## config.mk

```make
export PLATFORM = sky130hd
export DESIGN_NAME = polyline_arc_length_walker
export DESIGN_NICKNAME = d
export VERILOG_FILES = /design/src/rtl/pawk_pkg.sv /design/src/rtl/polyline_arc_length_walker.sv /design/src/rtl/pawk_ram.sv
export SDC_FILE = /design/constraint.sdc
export NUM_CORES = 2
export LEC_CHECK = 0
export BUFFER_PORTS_ARGS = -buffer_cell sky130_fd_sc_hd__buf_2
export CORE_ASPECT_RATIO = 1.1
export CORE_MARGIN = 2
export CORE_UTILIZATION = 35
export CTS_BUF_LIST = sky130_fd_sc_hd__clkbuf_4
export DETAILED_ROUTE_END_ITERATION = 10
export HOLD_SLACK_MARGIN = 0.06
export SYNTH_ARGS = -nofsm -noshare
export SYNTH_HDL_FRONTEND = slang
export SYNTH_SLANG_ARGS = --single-unit
export TNS_END_PERCENT = 5
```

## constraint.sdc

```tcl
create_clock -name i_clk -period 30.8 [get_ports i_clk]
set_input_delay 3.08 -clock i_clk [delete_from_list [all_inputs] [get_ports i_clk]]
set_output_delay 3.08 -clock i_clk [all_outputs]
set_load 0.05 [all_outputs]
```

## src/rtl/pawk_pkg.sv

```systemverilog
// Shared types, constants and helpers for the polyline arc-length walker.
// Used by polyline_arc_length_walker; no dependencies.
package pawk_pkg;

    localparam int DIST_W   = 24;
    localparam int PT_W     = 24;
    localparam int SEG_W    = 5;
    localparam int MODE_W   = 3;
    localparam int IN_DW    = 80;
    localparam int OUT_DW   = 104;
    localparam logic [DIST_W-1:0] DIST_MAX = {DIST_W{1'b1}};

    typedef enum logic [MODE_W-1:0] {
        MODE_NEW    = 3'd0,
        MODE_APPEND = 3'd1,
        MODE_SETPOS = 3'd2,
        MODE_SKIP   = 3'd3,
        MODE_UNWIND = 3'd4
    } t_mode;

    function automatic logic [DIST_W-1:0] sat_add(input logic [DIST_W-1:0] a,
                                                   input logic [DIST_W-1:0] b);
        logic [DIST_W:0] s;
        s = {1'b0, a} + {1'b0, b};
        return s[DIST_W] ? DIST_MAX : s[DIST_W-1:0];
    endfunction

endpackage

```

## src/rtl/polyline_arc_length_walker.sv

```systemverilog
// Polyline arc-length walker: holds one polyline in a vertex RAM plus a cursor,
// and moves the cursor along the path. Depends on pawk_pkg and pawk_ram.
//
// One input word is taken at a time; s_axis_tready is high only while idle.
// New path, unused modes and a full-path append go straight to the emit state.
// An append is a RAM read, two squaring passes through the shared multiplier
// and a 25-step square root (two radicand bits a cycle); a coordinate difference
// beyond the distance range saturates the length without them. A move
// (set position, skip, unwind) walks the path one segment at a time: each
// segment's length is found the same way, and the final segment adds two
// interpolations, each one multiply plus a restoring divide of
// max(COORD_WIDTH+1,24)+24 steps. Unwind emits the start point, every passed
// vertex and the final point, the final one with m_axis_tlast set; other modes
// emit one word with tlast set. An unwind with no segment ahead emits nothing.
// The output register is separate: a word may wait there while the next input
// is taken, and the walker stalls only when it must emit again before that word
// has been taken.
module polyline_arc_length_walker
    import pawk_pkg::*;
#(
    parameter int MAX_VERTICES = 32,
    parameter int COORD_WIDTH  = 24
) (
    input  logic               i_clk,
    input  logic               i_rst_n,
    input  logic               s_axis_tvalid,
    output logic               s_axis_tready,
    // mode[2:0], vertex_x[26:3], vertex_y[50:27], distance[74:51], zero pad
    input  logic [IN_DW-1:0]   s_axis_tdata,
    output logic               m_axis_tvalid,
    input  logic               m_axis_tready,
    // point_x[23:0], point_y[47:24], segment[52:48], travelled[76:53],
    // total_length[100:77], at_end[101], zero pad
    output logic [OUT_DW-1:0]  m_axis_tdata,
    output logic               m_axis_tlast
);
    localparam int CW    = COORD_WIDTH;
    localparam int AW    = $clog2(MAX_VERTICES);
    localparam int VCW   = $clog2(MAX_VERTICES + 1);
    localparam int MA    = (CW + 1 > DIST_W) ? CW + 1 : DIST_W;
    localparam int NW    = MA + DIST_W;
    localparam int SQ_W  = 50;
    localparam int RT_W  = SQ_W / 2;
    localparam int CNT_W = $clog2(NW + 1);

    typedef enum logic [4:0] {
        S_IDLE, S_RDWAIT, S_RDUSE, S_WALK, S_WSTART, S_NEXT,
        S_SL_DIFF, S_SL_MX, S_SL_MY, S_SQRT, S_SL_SAT, S_SL_DONE,
        S_LMUL, S_DIV, S_LFIN, S_EMIT
    } t_state;

    typedef enum logic [1:0] {
        RK_APPEND, RK_V0_SET, RK_V0_WALK, RK_NEXT
    } t_rdkind;

    t_state                  r_state;
    t_rdkind                 r_rdk;
    logic                    r_unwind;
    logic signed [CW-1:0]    r_in_x, r_in_y;
    logic [DIST_W-1:0]       r_len;
    // path and cursor
    logic [VCW-1:0]          r_vcnt;
    logic [AW-1:0]           r_seg;
    logic signed [CW-1:0]    r_cx, r_cy;
    logic [DIST_W-1:0]       r_dist;
    logic                    r_end;
    logic [DIST_W-1:0]       r_plen;
    // shared arithmetic
    logic signed [CW-1:0]    r_ax, r_ay, r_bx, r_by;
    logic [MA-1:0]           r_dx, r_dy;
    logic [SQ_W-1:0]         r_acc;
    logic [RT_W-1:0]         r_root;
    logic [RT_W:0]           r_rem;
    logic [DIST_W-1:0]       r_sl;
    logic [NW-1:0]           r_num;
    logic [DIST_W-1:0]       r_drem;
    logic                    r_neg;
    logic                    r_ylane;
    logic [CNT_W-1:0]        r_cnt;
    logic [AW-1:0]           r_raddr;
    // output register
    logic                    r_ovalid;
    logic [OUT_DW-1:0]       r_odata;
    logic                    r_olast;
    logic                    r_elast;

    function automatic logic [MA:0] mag_diff(input logic signed [CW-1:0] a,
                                             input logic signed [CW-1:0] b);
        logic signed [MA:0] d;
        d = (MA+1)'(b) - (MA+1)'(a);
        return d[MA] ? (MA+1)'(-d) : (MA+1)'(d);
    endfunction

    // input field split
    logic [MODE_W-1:0]    in_mode;
    logic signed [CW-1:0] in_x, in_y;
    logic [DIST_W-1:0]    in_dist;
    logic                 in_take;

    assign in_mode = s_axis_tdata[2:0];
    assign in_x    = CW'(signed'(s_axis_tdata[26:3]));
    assign in_y    = CW'(signed'(s_axis_tdata[50:27]));
    assign in_dist = s_axis_tdata[74:51];
    assign in_take = s_axis_tvalid && s_axis_tready;

    // vertex RAM: {y, x}
    logic                ram_we;
    logic [AW-1:0]       ram_waddr;
    logic [2*CW-1:0]     ram_wdata;
    logic [2*CW-1:0]     ram_rdata;
    logic signed [CW-1:0] rd_x, rd_y;
    logic                new_path;

    assign new_path = in_take && (t_mode'(in_mode) == MODE_NEW
                      || (t_mode'(in_mode) == MODE_APPEND && r_vcnt == '0));

    always_comb begin
        ram_we    = 1'b0;
        ram_waddr = '0;
        ram_wdata = {in_y, in_x};
        if (new_path) begin
            ram_we = 1'b1;
        end else if (r_state == S_SL_DONE && r_rdk == RK_APPEND) begin
            ram_we    = 1'b1;
            ram_waddr = AW'(r_vcnt);
            ram_wdata = {r_in_y, r_in_x};
        end
    end

    pawk_ram #(.WIDTH(2*CW), .DEPTH(MAX_VERTICES)) u_vram (
        .i_clk   (i_clk),
        .i_we    (ram_we),
        .i_waddr (ram_waddr),
        .i_wdata (ram_wdata),
        .i_raddr (r_raddr),
        .o_rdata (ram_rdata)
    );

    assign rd_x = ram_rdata[CW-1:0];
    assign rd_y = ram_rdata[2*CW-1:CW];

    // shared multiplier
    logic [MA-1:0]     mul_a;
    logic [DIST_W-1:0] mul_b;
    logic [NW-1:0]     mul_p;
    logic [MA:0]       lerp_d;
    logic signed [MA:0] lerp_sd;

    assign lerp_d  = r_ylane ? mag_diff(r_cy, r_by) : mag_diff(r_cx, r_bx);
    assign lerp_sd = r_ylane ? (MA+1)'(r_by) - (MA+1)'(r_cy)
                             : (MA+1)'(r_bx) - (MA+1)'(r_cx);

    always_comb begin
        case (r_state)
            S_SL_MX: begin
                mul_a = r_dx;
                mul_b = r_dx[DIST_W-1:0];
            end
            S_SL_MY: begin
                mul_a = r_dy;
                mul_b = r_dy[DIST_W-1:0];
            end
            default: begin
                mul_a = lerp_d[MA-1:0];
                mul_b = r_len;
            end
        endcase
    end
    assign mul_p = NW'(mul_a) * NW'(mul_b);

    // segment length differences
    logic [MA:0] sl_dx, sl_dy;
    assign sl_dx = mag_diff(r_ax, r_bx);
    assign sl_dy = mag_diff(r_ay, r_by);

    // square root step: two radicand bits a cycle
    logic [RT_W+2:0] sq_t, sq_trial;
    logic            sq_ge;
    assign sq_t     = {r_rem, r_acc[SQ_W-1 -: 2]};
    assign sq_trial = {1'b0, r_root, 2'b01};
    assign sq_ge    = sq_t >= sq_trial;

    // restoring divide step
    logic [DIST_W:0] dv_t;
    logic            dv_ge;
    assign dv_t  = {r_drem, r_num[NW-1]};
    assign dv_ge = dv_t >= {1'b0, r_sl};

    logic signed [CW-1:0] lerp_c, lerp_q, lerp_r;
    assign lerp_c = r_ylane ? r_cy : r_cx;
    assign lerp_q = CW'(r_num);
    assign lerp_r = r_neg ? lerp_c - lerp_q : lerp_c + lerp_q;

    logic can_load;
    assign can_load = !r_ovalid || m_axis_tready;

    always_ff @(posedge i_clk) begin
        if (!i_rst_n) begin
            r_state  <= S_IDLE;
            r_vcnt   <= '0;
            r_seg    <= '0;
            r_cx     <= '0;
            r_cy     <= '0;
            r_dist   <= '0;
            r_end    <= 1'b0;
            r_plen   <= '0;
            r_ovalid <= 1'b0;
            r_olast  <= 1'b0;
            r_elast  <= 1'b0;
            r_unwind <= 1'b0;
            r_ylane  <= 1'b0;
            r_rdk    <= RK_APPEND;
            r_raddr  <= '0;
            r_cnt    <= '0;
        end else begin
            // drop a taken word unless the emit state reloads the register
            if (r_ovalid && m_axis_tready && r_state != S_EMIT) begin
                r_ovalid <= 1'b0;
            end
            case (r_state)
                S_IDLE: begin
                    if (in_take) begin
                        r_in_x   <= in_x;
                        r_in_y   <= in_y;
                        r_len    <= in_dist;
                        r_unwind <= 1'b0;
                        r_elast  <= 1'b1;
                        if (new_path) begin
                            r_vcnt  <= VCW'(1);
                            r_seg   <= '0;
                            r_cx    <= in_x;
                            r_cy    <= in_y;
                            r_dist  <= '0;
                            r_end   <= 1'b0;
                            r_plen  <= '0;
                            r_state <= S_EMIT;
                        end else begin
                            case (in_mode)
                                MODE_APPEND: begin
                                    if (r_vcnt < VCW'(MAX_VERTICES)) begin
                                        r_raddr <= AW'(r_vcnt - VCW'(1));
                                        r_rdk   <= RK_APPEND;
                                        r_state <= S_RDWAIT;
                                    end else begin
                                        r_state <= S_EMIT;
                                    end
                                end
                                MODE_SETPOS: begin
                                    r_seg  <= '0;
                                    r_dist <= '0;
                                    r_end  <= 1'b0;
                                    if (r_vcnt == '0) begin
                                        r_cx    <= '0;
                                        r_cy    <= '0;
                                        r_state <= S_WALK;
                                    end else begin
                                        r_raddr <= '0;
                                        r_rdk   <= RK_V0_SET;
                                        r_state <= S_RDWAIT;
                                    end
                                end
                                MODE_SKIP: begin
                                    r_state <= S_WALK;
                                end
                                MODE_UNWIND: begin
                                    r_unwind <= 1'b1;
                                    r_state  <= S_WALK;
                                end
                                default: begin
                                    r_state <= S_EMIT;
                                end
                            endcase
                        end
                    end
                end
                S_RDWAIT: begin
                    r_state <= S_RDUSE;
                end
                S_RDUSE: begin
                    case (r_rdk)
                        RK_APPEND: begin
                            r_ax    <= rd_x;
                            r_ay    <= rd_y;
                            r_bx    <= r_in_x;
                            r_by    <= r_in_y;
                            r_state <= S_SL_DIFF;
                        end
                        RK_V0_SET: begin
                            r_cx    <= rd_x;
                            r_cy    <= rd_y;
                            r_state <= S_WALK;
                        end
                        RK_V0_WALK: begin
                            r_cx    <= rd_x;
                            r_cy    <= rd_y;
                            r_state <= S_WSTART;
                        end
                        default: begin
                            r_ax    <= r_cx;
                            r_ay    <= r_cy;
                            r_bx    <= rd_x;
                            r_by    <= rd_y;
                            r_state <= S_SL_DIFF;
                        end
                    endcase
                end
                S_WALK: begin
                    if (VCW'(r_seg) + VCW'(1) >= r_vcnt) begin
                        // no segment ahead
                        if (r_unwind) begin
                            r_state <= S_IDLE;
                        end else begin
                            r_end   <= 1'b1;
                            r_elast <= 1'b1;
                            r_state <= S_EMIT;
                        end
                    end else if (r_dist == '0) begin
                        r_raddr <= '0;
                        r_rdk   <= RK_V0_WALK;
                        r_state <= S_RDWAIT;
                    end else begin
                        r_state <= S_WSTART;
                    end
                end
                S_WSTART: begin
                    if (r_unwind) begin
                        r_elast <= 1'b0;
                        r_state <= S_EMIT;
                    end else begin
                        r_state <= S_NEXT;
                    end
                end
                S_NEXT: begin
                    r_raddr <= r_seg + AW'(1);
                    r_rdk   <= RK_NEXT;
                    r_state <= S_RDWAIT;
                end
                S_SL_DIFF: begin
                    r_dx <= sl_dx[MA-1:0];
                    r_dy <= sl_dy[MA-1:0];
                    if (sl_dx > (MA+1)'(DIST_MAX) || sl_dy > (MA+1)'(DIST_MAX)) begin
                        r_sl    <= DIST_MAX;
                        r_state <= S_SL_DONE;
                    end else begin
                        r_state <= S_SL_MX;
                    end
                end
                S_SL_MX: begin
                    r_acc   <= SQ_W'(mul_p);
                    r_state <= S_SL_MY;
                end
                S_SL_MY: begin
                    r_acc   <= r_acc + SQ_W'(mul_p);
                    r_root  <= '0;
                    r_rem   <= '0;
                    r_cnt   <= CNT_W'(RT_W);
                    r_state <= S_SQRT;
                end
                S_SQRT: begin
                    r_acc <= {r_acc[SQ_W-3:0], 2'b00};
                    if (sq_ge) begin
                        r_rem  <= (RT_W+1)'(sq_t - sq_trial);
                        r_root <= {r_root[RT_W-2:0], 1'b1};
                    end else begin
                        r_rem  <= (RT_W+1)'(sq_t);
                        r_root <= {r_root[RT_W-2:0], 1'b0};
                    end
                    r_cnt <= r_cnt - CNT_W'(1);
                    if (r_cnt == CNT_W'(1)) begin
                        r_state <= S_SL_SAT;
                    end
                end
                S_SL_SAT: begin
                    r_sl    <= (r_root > RT_W'(DIST_MAX)) ? DIST_MAX : r_root[DIST_W-1:0];
                    r_state <= S_SL_DONE;
                end
                S_SL_DONE: begin
                    if (r_rdk == RK_APPEND) begin
                        r_plen  <= sat_add(r_plen, r_sl);
                        r_vcnt  <= r_vcnt + VCW'(1);
                        r_elast <= 1'b1;
                        r_state <= S_EMIT;
                    end else if (r_len > r_sl) begin
                        // step past the whole segment
                        r_cx   <= r_bx;
                        r_cy   <= r_by;
                        r_dist <= sat_add(r_dist, r_sl);
                        r_len  <= r_len - r_sl;
                        r_seg  <= r_seg + AW'(1);
                        if (VCW'(r_seg) + VCW'(2) >= r_vcnt) begin
                            r_end   <= 1'b1;
                            r_elast <= 1'b1;
                            r_state <= S_EMIT;
                        end else if (r_unwind) begin
                            r_elast <= 1'b0;
                            r_state <= S_EMIT;
                        end else begin
                            r_state <= S_NEXT;
                        end
                    end else begin
                        r_dist  <= sat_add(r_dist, r_len);
                        r_elast <= 1'b1;
                        if (r_sl == '0) begin
                            // zero-length segment: land on its end vertex
                            r_cx    <= r_bx;
                            r_cy    <= r_by;
                            r_state <= S_EMIT;
                        end else begin
                            r_ylane <= 1'b0;
                            r_state <= S_LMUL;
                        end
                    end
                end
                S_LMUL: begin
                    r_num   <= mul_p;
                    r_neg   <= lerp_sd[MA];
                    r_drem  <= '0;
                    r_cnt   <= CNT_W'(NW);
                    r_state <= S_DIV;
                end
                S_DIV: begin
                    if (dv_ge) begin
                        r_drem <= DIST_W'(dv_t - {1'b0, r_sl});
                        r_num  <= {r_num[NW-2:0], 1'b1};
                    end else begin
                        r_drem <= DIST_W'(dv_t);
                        r_num  <= {r_num[NW-2:0], 1'b0};
                    end
                    r_cnt <= r_cnt - CNT_W'(1);
                    if (r_cnt == CNT_W'(1)) begin
                        r_state <= S_LFIN;
                    end
                end
                S_LFIN: begin
                    if (r_ylane) begin
                        r_cy    <= lerp_r;
                        r_state <= S_EMIT;
                    end else begin
                        r_cx    <= lerp_r;
                        r_ylane <= 1'b1;
                        r_state <= S_LMUL;
                    end
                end
                S_EMIT: begin
                    // hold until the output register is free
                    if (can_load) begin
                        r_ovalid <= 1'b1;
                        r_olast  <= r_elast;
                        r_odata  <= {2'b00, r_end, r_plen, r_dist, SEG_W'(r_seg),
                                     PT_W'(r_cy), PT_W'(r_cx)};
                        r_state  <= r_elast ? S_IDLE : S_NEXT;
                    end
                end
                default: begin
                    r_state <= S_IDLE;
                end
            endcase
        end
    end

    assign s_axis_tready = (r_state == S_IDLE);
    assign m_axis_tvalid = r_ovalid;
    assign m_axis_tdata  = r_odata;
    assign m_axis_tlast  = r_olast;

    // the path never holds more vertices than the store
    a_vcnt_bound: assert property (@(posedge i_clk) disable iff (!i_rst_n)
        r_vcnt <= VCW'(MAX_VERTICES))
        else $error("vertex count beyond store depth");

    // the cursor segment stays on the path
    a_seg_bound: assert property (@(posedge i_clk) disable iff (!i_rst_n)
        r_vcnt == '0 || VCW'(r_seg) < r_vcnt)
        else $error("cursor segment beyond path");

    // a taken word blocks the input until its work is done
    a_one_item: assert property (@(posedge i_clk) disable iff (!i_rst_n)
        s_axis_tvalid && s_axis_tready |=> !s_axis_tready)
        else $error("input taken twice in a row");

endmodule

```

## src/rtl/pawk_ram.sv

```systemverilog
// Generic single-write, single-read RAM with registered read data.
// No dependencies.
module pawk_ram #(
    parameter int WIDTH = 48,
    parameter int DEPTH = 32
) (
    input  logic                     i_clk,
    input  logic                     i_we,
    input  logic [$clog2(DEPTH)-1:0] i_waddr,
    input  logic [WIDTH-1:0]         i_wdata,
    input  logic [$clog2(DEPTH)-1:0] i_raddr,
    output logic [WIDTH-1:0]         o_rdata
);
    logic [WIDTH-1:0] r_mem [DEPTH];

    always_ff @(posedge i_clk) begin
        if (i_we) begin
            r_mem[i_waddr] <= i_wdata;
        end
        o_rdata <= r_mem[i_raddr];
    end
endmodule

```

; Word level (Yosys, flattened, before mapping)
; Memory sizes are Yosys's and may differ from the RTL's. A register that Yosys moved wholly into a read port is not among the register bits.
; Index checks and enable logic that the tools add are counted.
[totals]
ff_bits = 650
ramBits = 1536
inputBits = 84
output_inout_bits = 107
wordCells = 310
n_memories = 1
[op_classes]
n_addsub = 23
mul = 1
n_lt_le_gt_ge = 9
eq_ne = 49
muxes = 141
bitwise = 1
n_reduce_logical = 52
[mem_list]
columns = memory, depth, width, rd, rd_ports_with_merged_regs, write_ports, line
row1 = u_vram.r_mem, 32, 48, 1, 1, 1, pawk_ram.sv:14  ; logic [WIDTH-1:0] r_mem [DEPTH];
[op_table]
columns = op, n
row1 = $mux W24, 35
row2 = $pmux W24 S2, 10
row3 = $pmux W24 S4, 2
row4 = $pmux W50 S3, 1
row5 = $mux W5, 21
row6 = $mux W26, 4
row7 = $pmux W25 S2, 2
row8 = $sub A24 B24 Y25, 4
row9 = $pmux W49 S2, 1
row10 = $mux W48, 2
row11 = $pmux W5 S16, 1
row12 = $add A24 B24 Y25, 3
row13 = $mux W25, 3
row14 = $sub A24 B24 Y24, 3
row15 = $gt A26 B24 Y1 const B, 2
row16 = $neg A25 Y26, 2
row17 = $pmux W26 S2, 1
row18 = $add A50 B49 Y50, 1
row19 = $neg A25 Y25, 2
row20 = $mul A25 B24 Y49, 1
row21 = $logic_not A24 Y1, 2
row22 = $eq A5 B4 Y1 const B, 8
row23 = $reduce_and A8 Y1, 4
row24 = $ne A2 B2 Y1 const B, 15
row25 = other kinds (59), 146

; Longest topological paths before layout
[depth]
word_depth = 8
ltp_mapped = 55

; Hierarchy
; A second synthesis with hierarchy kept.
[hier_totals]
hier_cells = 10874
area_unflattened_um2 = 127462.2
[by_module_without_submodules]
columns = mod, instances, cells_each, area_per_inst_um2
row1 = polyline_arc_length_walker, 1, 7510, 66737.8
row2 = pawk_ram, 1, 3364, 60724.5

; Worst setup path after synthesis
; No wires, ideal clock.
[synth_timing]
kind = input-to-reg
startpoint = input port i_rst_n
endpoint = register r_odata[0], in the netlist m_axis_tdata[0], enable pin
setup_time_ns = 0.813
arrival_ns = 13.218
required_ns = 29.987
path_slack_ns = 16.768
path_stages = 4
path_buffers = 2
cell_sequence = inv_2 -> clkbuf_1 -> clkbuf_1 -> nor4_1
[synth_between]
elab_chain_cells = 1
[synth_lines]
columns = element, line
row1 = from (decl), polyline_arc_length_walker.sv:25  ; input logic i_rst_n,
row2 = $reduce_and A3 Y1 (no line), -
row3 = to (signal assigned), polyline_arc_length_walker.sv:449  ; r_odata <= {2'b00, r_end, r_plen, r_dist, SEG_W'(r_seg),
row4 = to (decl), polyline_arc_length_walker.sv:83  ; logic [OUT_DW-1:0] r_odata;
; No other way between the ends.
; A chain may end at the register's enable or synchronous reset.

; Worst setup path in the final report
[layout_timing]
startpoint = register r_cy[4]
endpoint = register r_acc[49], data pin
[layout_between]
elab_chain_cells = 8
[layout_lines]
columns = element, line
row1 = from (decl), polyline_arc_length_walker.sv:64  ; logic signed [CW-1:0] r_cx, r_cy;
row2 = from (signal assigned), polyline_arc_length_walker.sv:232  ; r_cy <= in_y;
row3 = from (signal assigned), polyline_arc_length_walker.sv:290  ; r_cy <= rd_y;
row4 = from (signal assigned), polyline_arc_length_walker.sv:295  ; r_cy <= rd_y;
row5 = $sub A24 B24 Y25 *, polyline_arc_length_walker.sv:90  ; d = (MA+1)'(b) - (MA+1)'(a);
row6 = $neg A25 Y25, polyline_arc_length_walker.sv:91  ; return d[MA] ? (MA+1)'(-d) : (MA+1)'(d);
row7 = $mux W25 *, polyline_arc_length_walker.sv:91
row8 = $mux W25 *, polyline_arc_length_walker.sv:149  ; assign lerp_d = r_ylane ? mag_diff(r_cy, r_by) : mag_diff(r_cx, r_bx);
row9 = $pmux W25 S2 *, polyline_arc_length_walker.sv:154  ; case (r_state)
row10 = $mul A25 B24 Y49 *, polyline_arc_length_walker.sv:169  ; assign mul_p = NW'(mul_a) * NW'(mul_b);
row11 = $add A50 B49 Y50 *, polyline_arc_length_walker.sv:353  ; r_acc <= r_acc + SQ_W'(mul_p);
row12 = $pmux W50 S3 *, polyline_arc_length_walker.sv:220  ; case (r_state)
row13 = to (signal assigned), polyline_arc_length_walker.sv:349  ; r_acc <= SQ_W'(mul_p);
row14 = to (signal assigned), polyline_arc_length_walker.sv:353
row15 = to (signal assigned), polyline_arc_length_walker.sv:360  ; r_acc <= {r_acc[SQ_W-3:0], 2'b00};
row16 = to (decl), polyline_arc_length_walker.sv:71  ; logic [SQ_W-1:0] r_acc;
; Mark *: on every way between the ends. The rest lies on a longest branch, timed or not.

==> impl_metrics.ini <==
[clock_tree]
cts_resized = 0
clock_path_buffers = 4
cts_tree = built
numCtsBuffers = 558
cts_sinks = 2233
root_buffer = clkbuf_4
worstSkewPairLatency_ns = 1.37
post_cts_buffers = 0
htreeDepth = 6
hold_buffers = 0
clkTransAtPathRegs_ns = 0.07

[synthesis]
synthAdderAreaFrac = 0.136
syn_area_sq_mm = 0.124
synthXorXnorAreaFrac = 0.0286
ys_types = 104
synth-seq-cells = 2233
synth_enable_flop_cells = 2055
synth_top_area_share = 0.498
yosys-top-cells-area = edfxtp_1 (50%), mux4_2 (8.7%), fa_1 (8.3%), ha_1 (5.2%), nand2_1 (3.0%)
synth_async_sr_flop_share = 0
synth_common_cells = edfxtp_1 (2,055), nand2_1 (983), inv_1 (863)
yosysMostFrequentCell = edfxtp_1
synth.area.mux_share = 0.100
synth_compound_area_frac = 0.0873
synth_area_leader_cell = edfxtp_1
avgSynthCellArea_sq_um = 13.0
ys_seq_area_frac = 0.527
synth_top_family_by_area = adder cells
syn_inst = 9523
synth-simple-area-share = 0.0825
synth_top_flop_cell = edfxtp_1
yosys_warnings = 0

[finish]
fin_nets = 11100
syn_to_final_growth_pct = 11.6
drive_above_1_share = 0.186

[critical_path]
path_delay_family = compound AO/OA/AOI/OAI gates
crit_start = r_cy[4]
r2r-end = r_acc[49]
endpoint_kind = flip-flop
cp_slowest_stage_delay_ns = 0.95
cp_slowest_cell = o41ai_1
cp_num_buf_inv = 6
cp.arrival_ns = 16.64
worst-path-max-fanout = 15
r2r_cells = 45
critPathKind = reg2reg
worstReg2RegStart = r_cy[4]
start_kind = flip-flop
crit_required_ns = 31.90
regToRegSetupSlack_ns = 15.25

[timing]
period_needed_ns = 15.55
finalHoldViolCount = 0
tightestPinTransition_ns = 1.25
slew-limit-headroom = 0.161
timing.fmax_mhz = 64.3
setup_viol = 0
fin_ws_ns = 15.25
rsz0062_at_grt = no
period_share = 0.505
fin_setup_tns_ns = 0
finClkSkew_ns = 0.140
slew_violations = 0

[grt]
antenna_found_initial = 72
grtUsageTotal = 0.212
grt_pass1_wl_um = 561000
grt-ovfl-total = 0
grt_start_max_net_pins = 107
grt_pass1_vias = 84200

[place]
place_ws_ns = 15.45
io_buffers = 183
dp.final_hpwl_um = 270000
finalWeightedCongestion = 0.990

[detailed_routing]
dr.pass1.iters = 8
routed_wirelength_um = 388000
viasPerCell = 5.44
num_vias = 82800
drt_iter0_markers = 8355
drc = 0
routedWlPerCell_um = 25.5
ant_nets = 0

[hold_path]
min_path_cells = 0
min_path_type = reg2reg
holdPathEnd = m_axis_tdata[85]
worstHoldStart = r_plen[8]

[floorplan]
die_y_um = 628
core-area_sq_mm = 0.353
fp.dieW_um = 571
io_pins = 191
start_util = 0.351
rows = 229
die-area_sq_mm = 0.359

[job]
max_cap_violations = 0

[status]
status = complete, no violations
==> cells in the final DEF (no fill, tap or decap), types with 44 or more instances in the layout <==
cell	Yosys	final
nor2_1	674	633
xnor2_1	256	256
a21o_1	172	172
a31oi_1	59	59
nand2b_1	84	84
ha_1	519	518
mux2i_1	45	45
dfxtp_1	178	172
nand3_1	84	84
a21oi_1	440	437
clkinv_1	2	94
a22oi_1	58	57
buf_4	3	163
buf_2	4	183
a311oi_1	44	44
inv_1	863	863
diode_2	0	52
nor3_1	85	81
o21ai_0	345	345
mux2_2	103	103
fa_1	515	515
o21a_1	70	70
xor2_1	146	146
nor2b_1	75	75
edfxtp_1	2055	2055
clkbuf_4	0	830
nand2_1	983	980
mux4_2	480	480
and2_1	71	70
==> metrics by stage <==
stage	utilization	instances	hold WS (ns)	instance area (sq um)
floorplan	-	9524	0.408	124000
CTS	0.391	15200	0.469	138000
global route	0.392	15200	0.479	138000
finish	0.392	15200	0.462	138000
global placement	0.371	14200	0.462	131000
detailed placement	0.371	14200	0.458	131000
==> flip-flops by register name, summed over array words and instances (netlist names), 25 cells and up <==
| register | flops |
|---|---|
| m_axis_tdata | 102 |
| r_acc | 50 |
| r_dx | 25 |
| r_dy | 25 |
| r_num | 49 |
| r_rem | 26 |
| r_root | 25 |
| u_vram.o_rdata | 48 |
| u_vram.r_mem | 1536 |
==> kinds of logic (layout without fill, tap and decap cells) <==
family,after synthesis,after routing
AND/OR/NAND/NOR,2301,2301
XOR/XNOR,403,403
AO/OA/AOI/OAI,1649,1649
flip-flops,2233,2233
other,1,54
adder cells (fa/ha/maj),1034,1034
multiplexers,628,628
buffers and inverters,1274,2184
==> per-layer routing <==
layer,track usage,vias up,wire length [um]
li1,-,36300,-
met1,0.246,42000,141000
met2,0.366,3565,195000
met3,0.0328,892,25600
met4,0.133,6,25700
met5,0,-,34
==> final cells by class <==
type / instances / area [sq um]
Antenna cell: 52 / 130
Tap cell: 4735 / 5920
Multi-Input combinational cell: 6017 / 54300
Timing Repair Buffer: 347 / 2160
Clock inverter: 140 / 986
Fill cell: 33400 / 215000
Clock buffer: 830 / 6230
Inverter: 867 / 3260
Sequential cell: 2233 / 65300
==> worst max-delay path by stage <==
stage | to | depth (start not counted)
floorplan | m_axis_tdata[0] | 4
global placement | r_acc[48] | 44
detailed placement | r_acc[49] | 45
CTS | r_acc[49] | 45
global route | r_acc[49] | 46
finish | r_acc[49] | 45
Power is not shown: default switching activity piles up to over one toggle a cycle in this logic, so the estimate is an artifact.
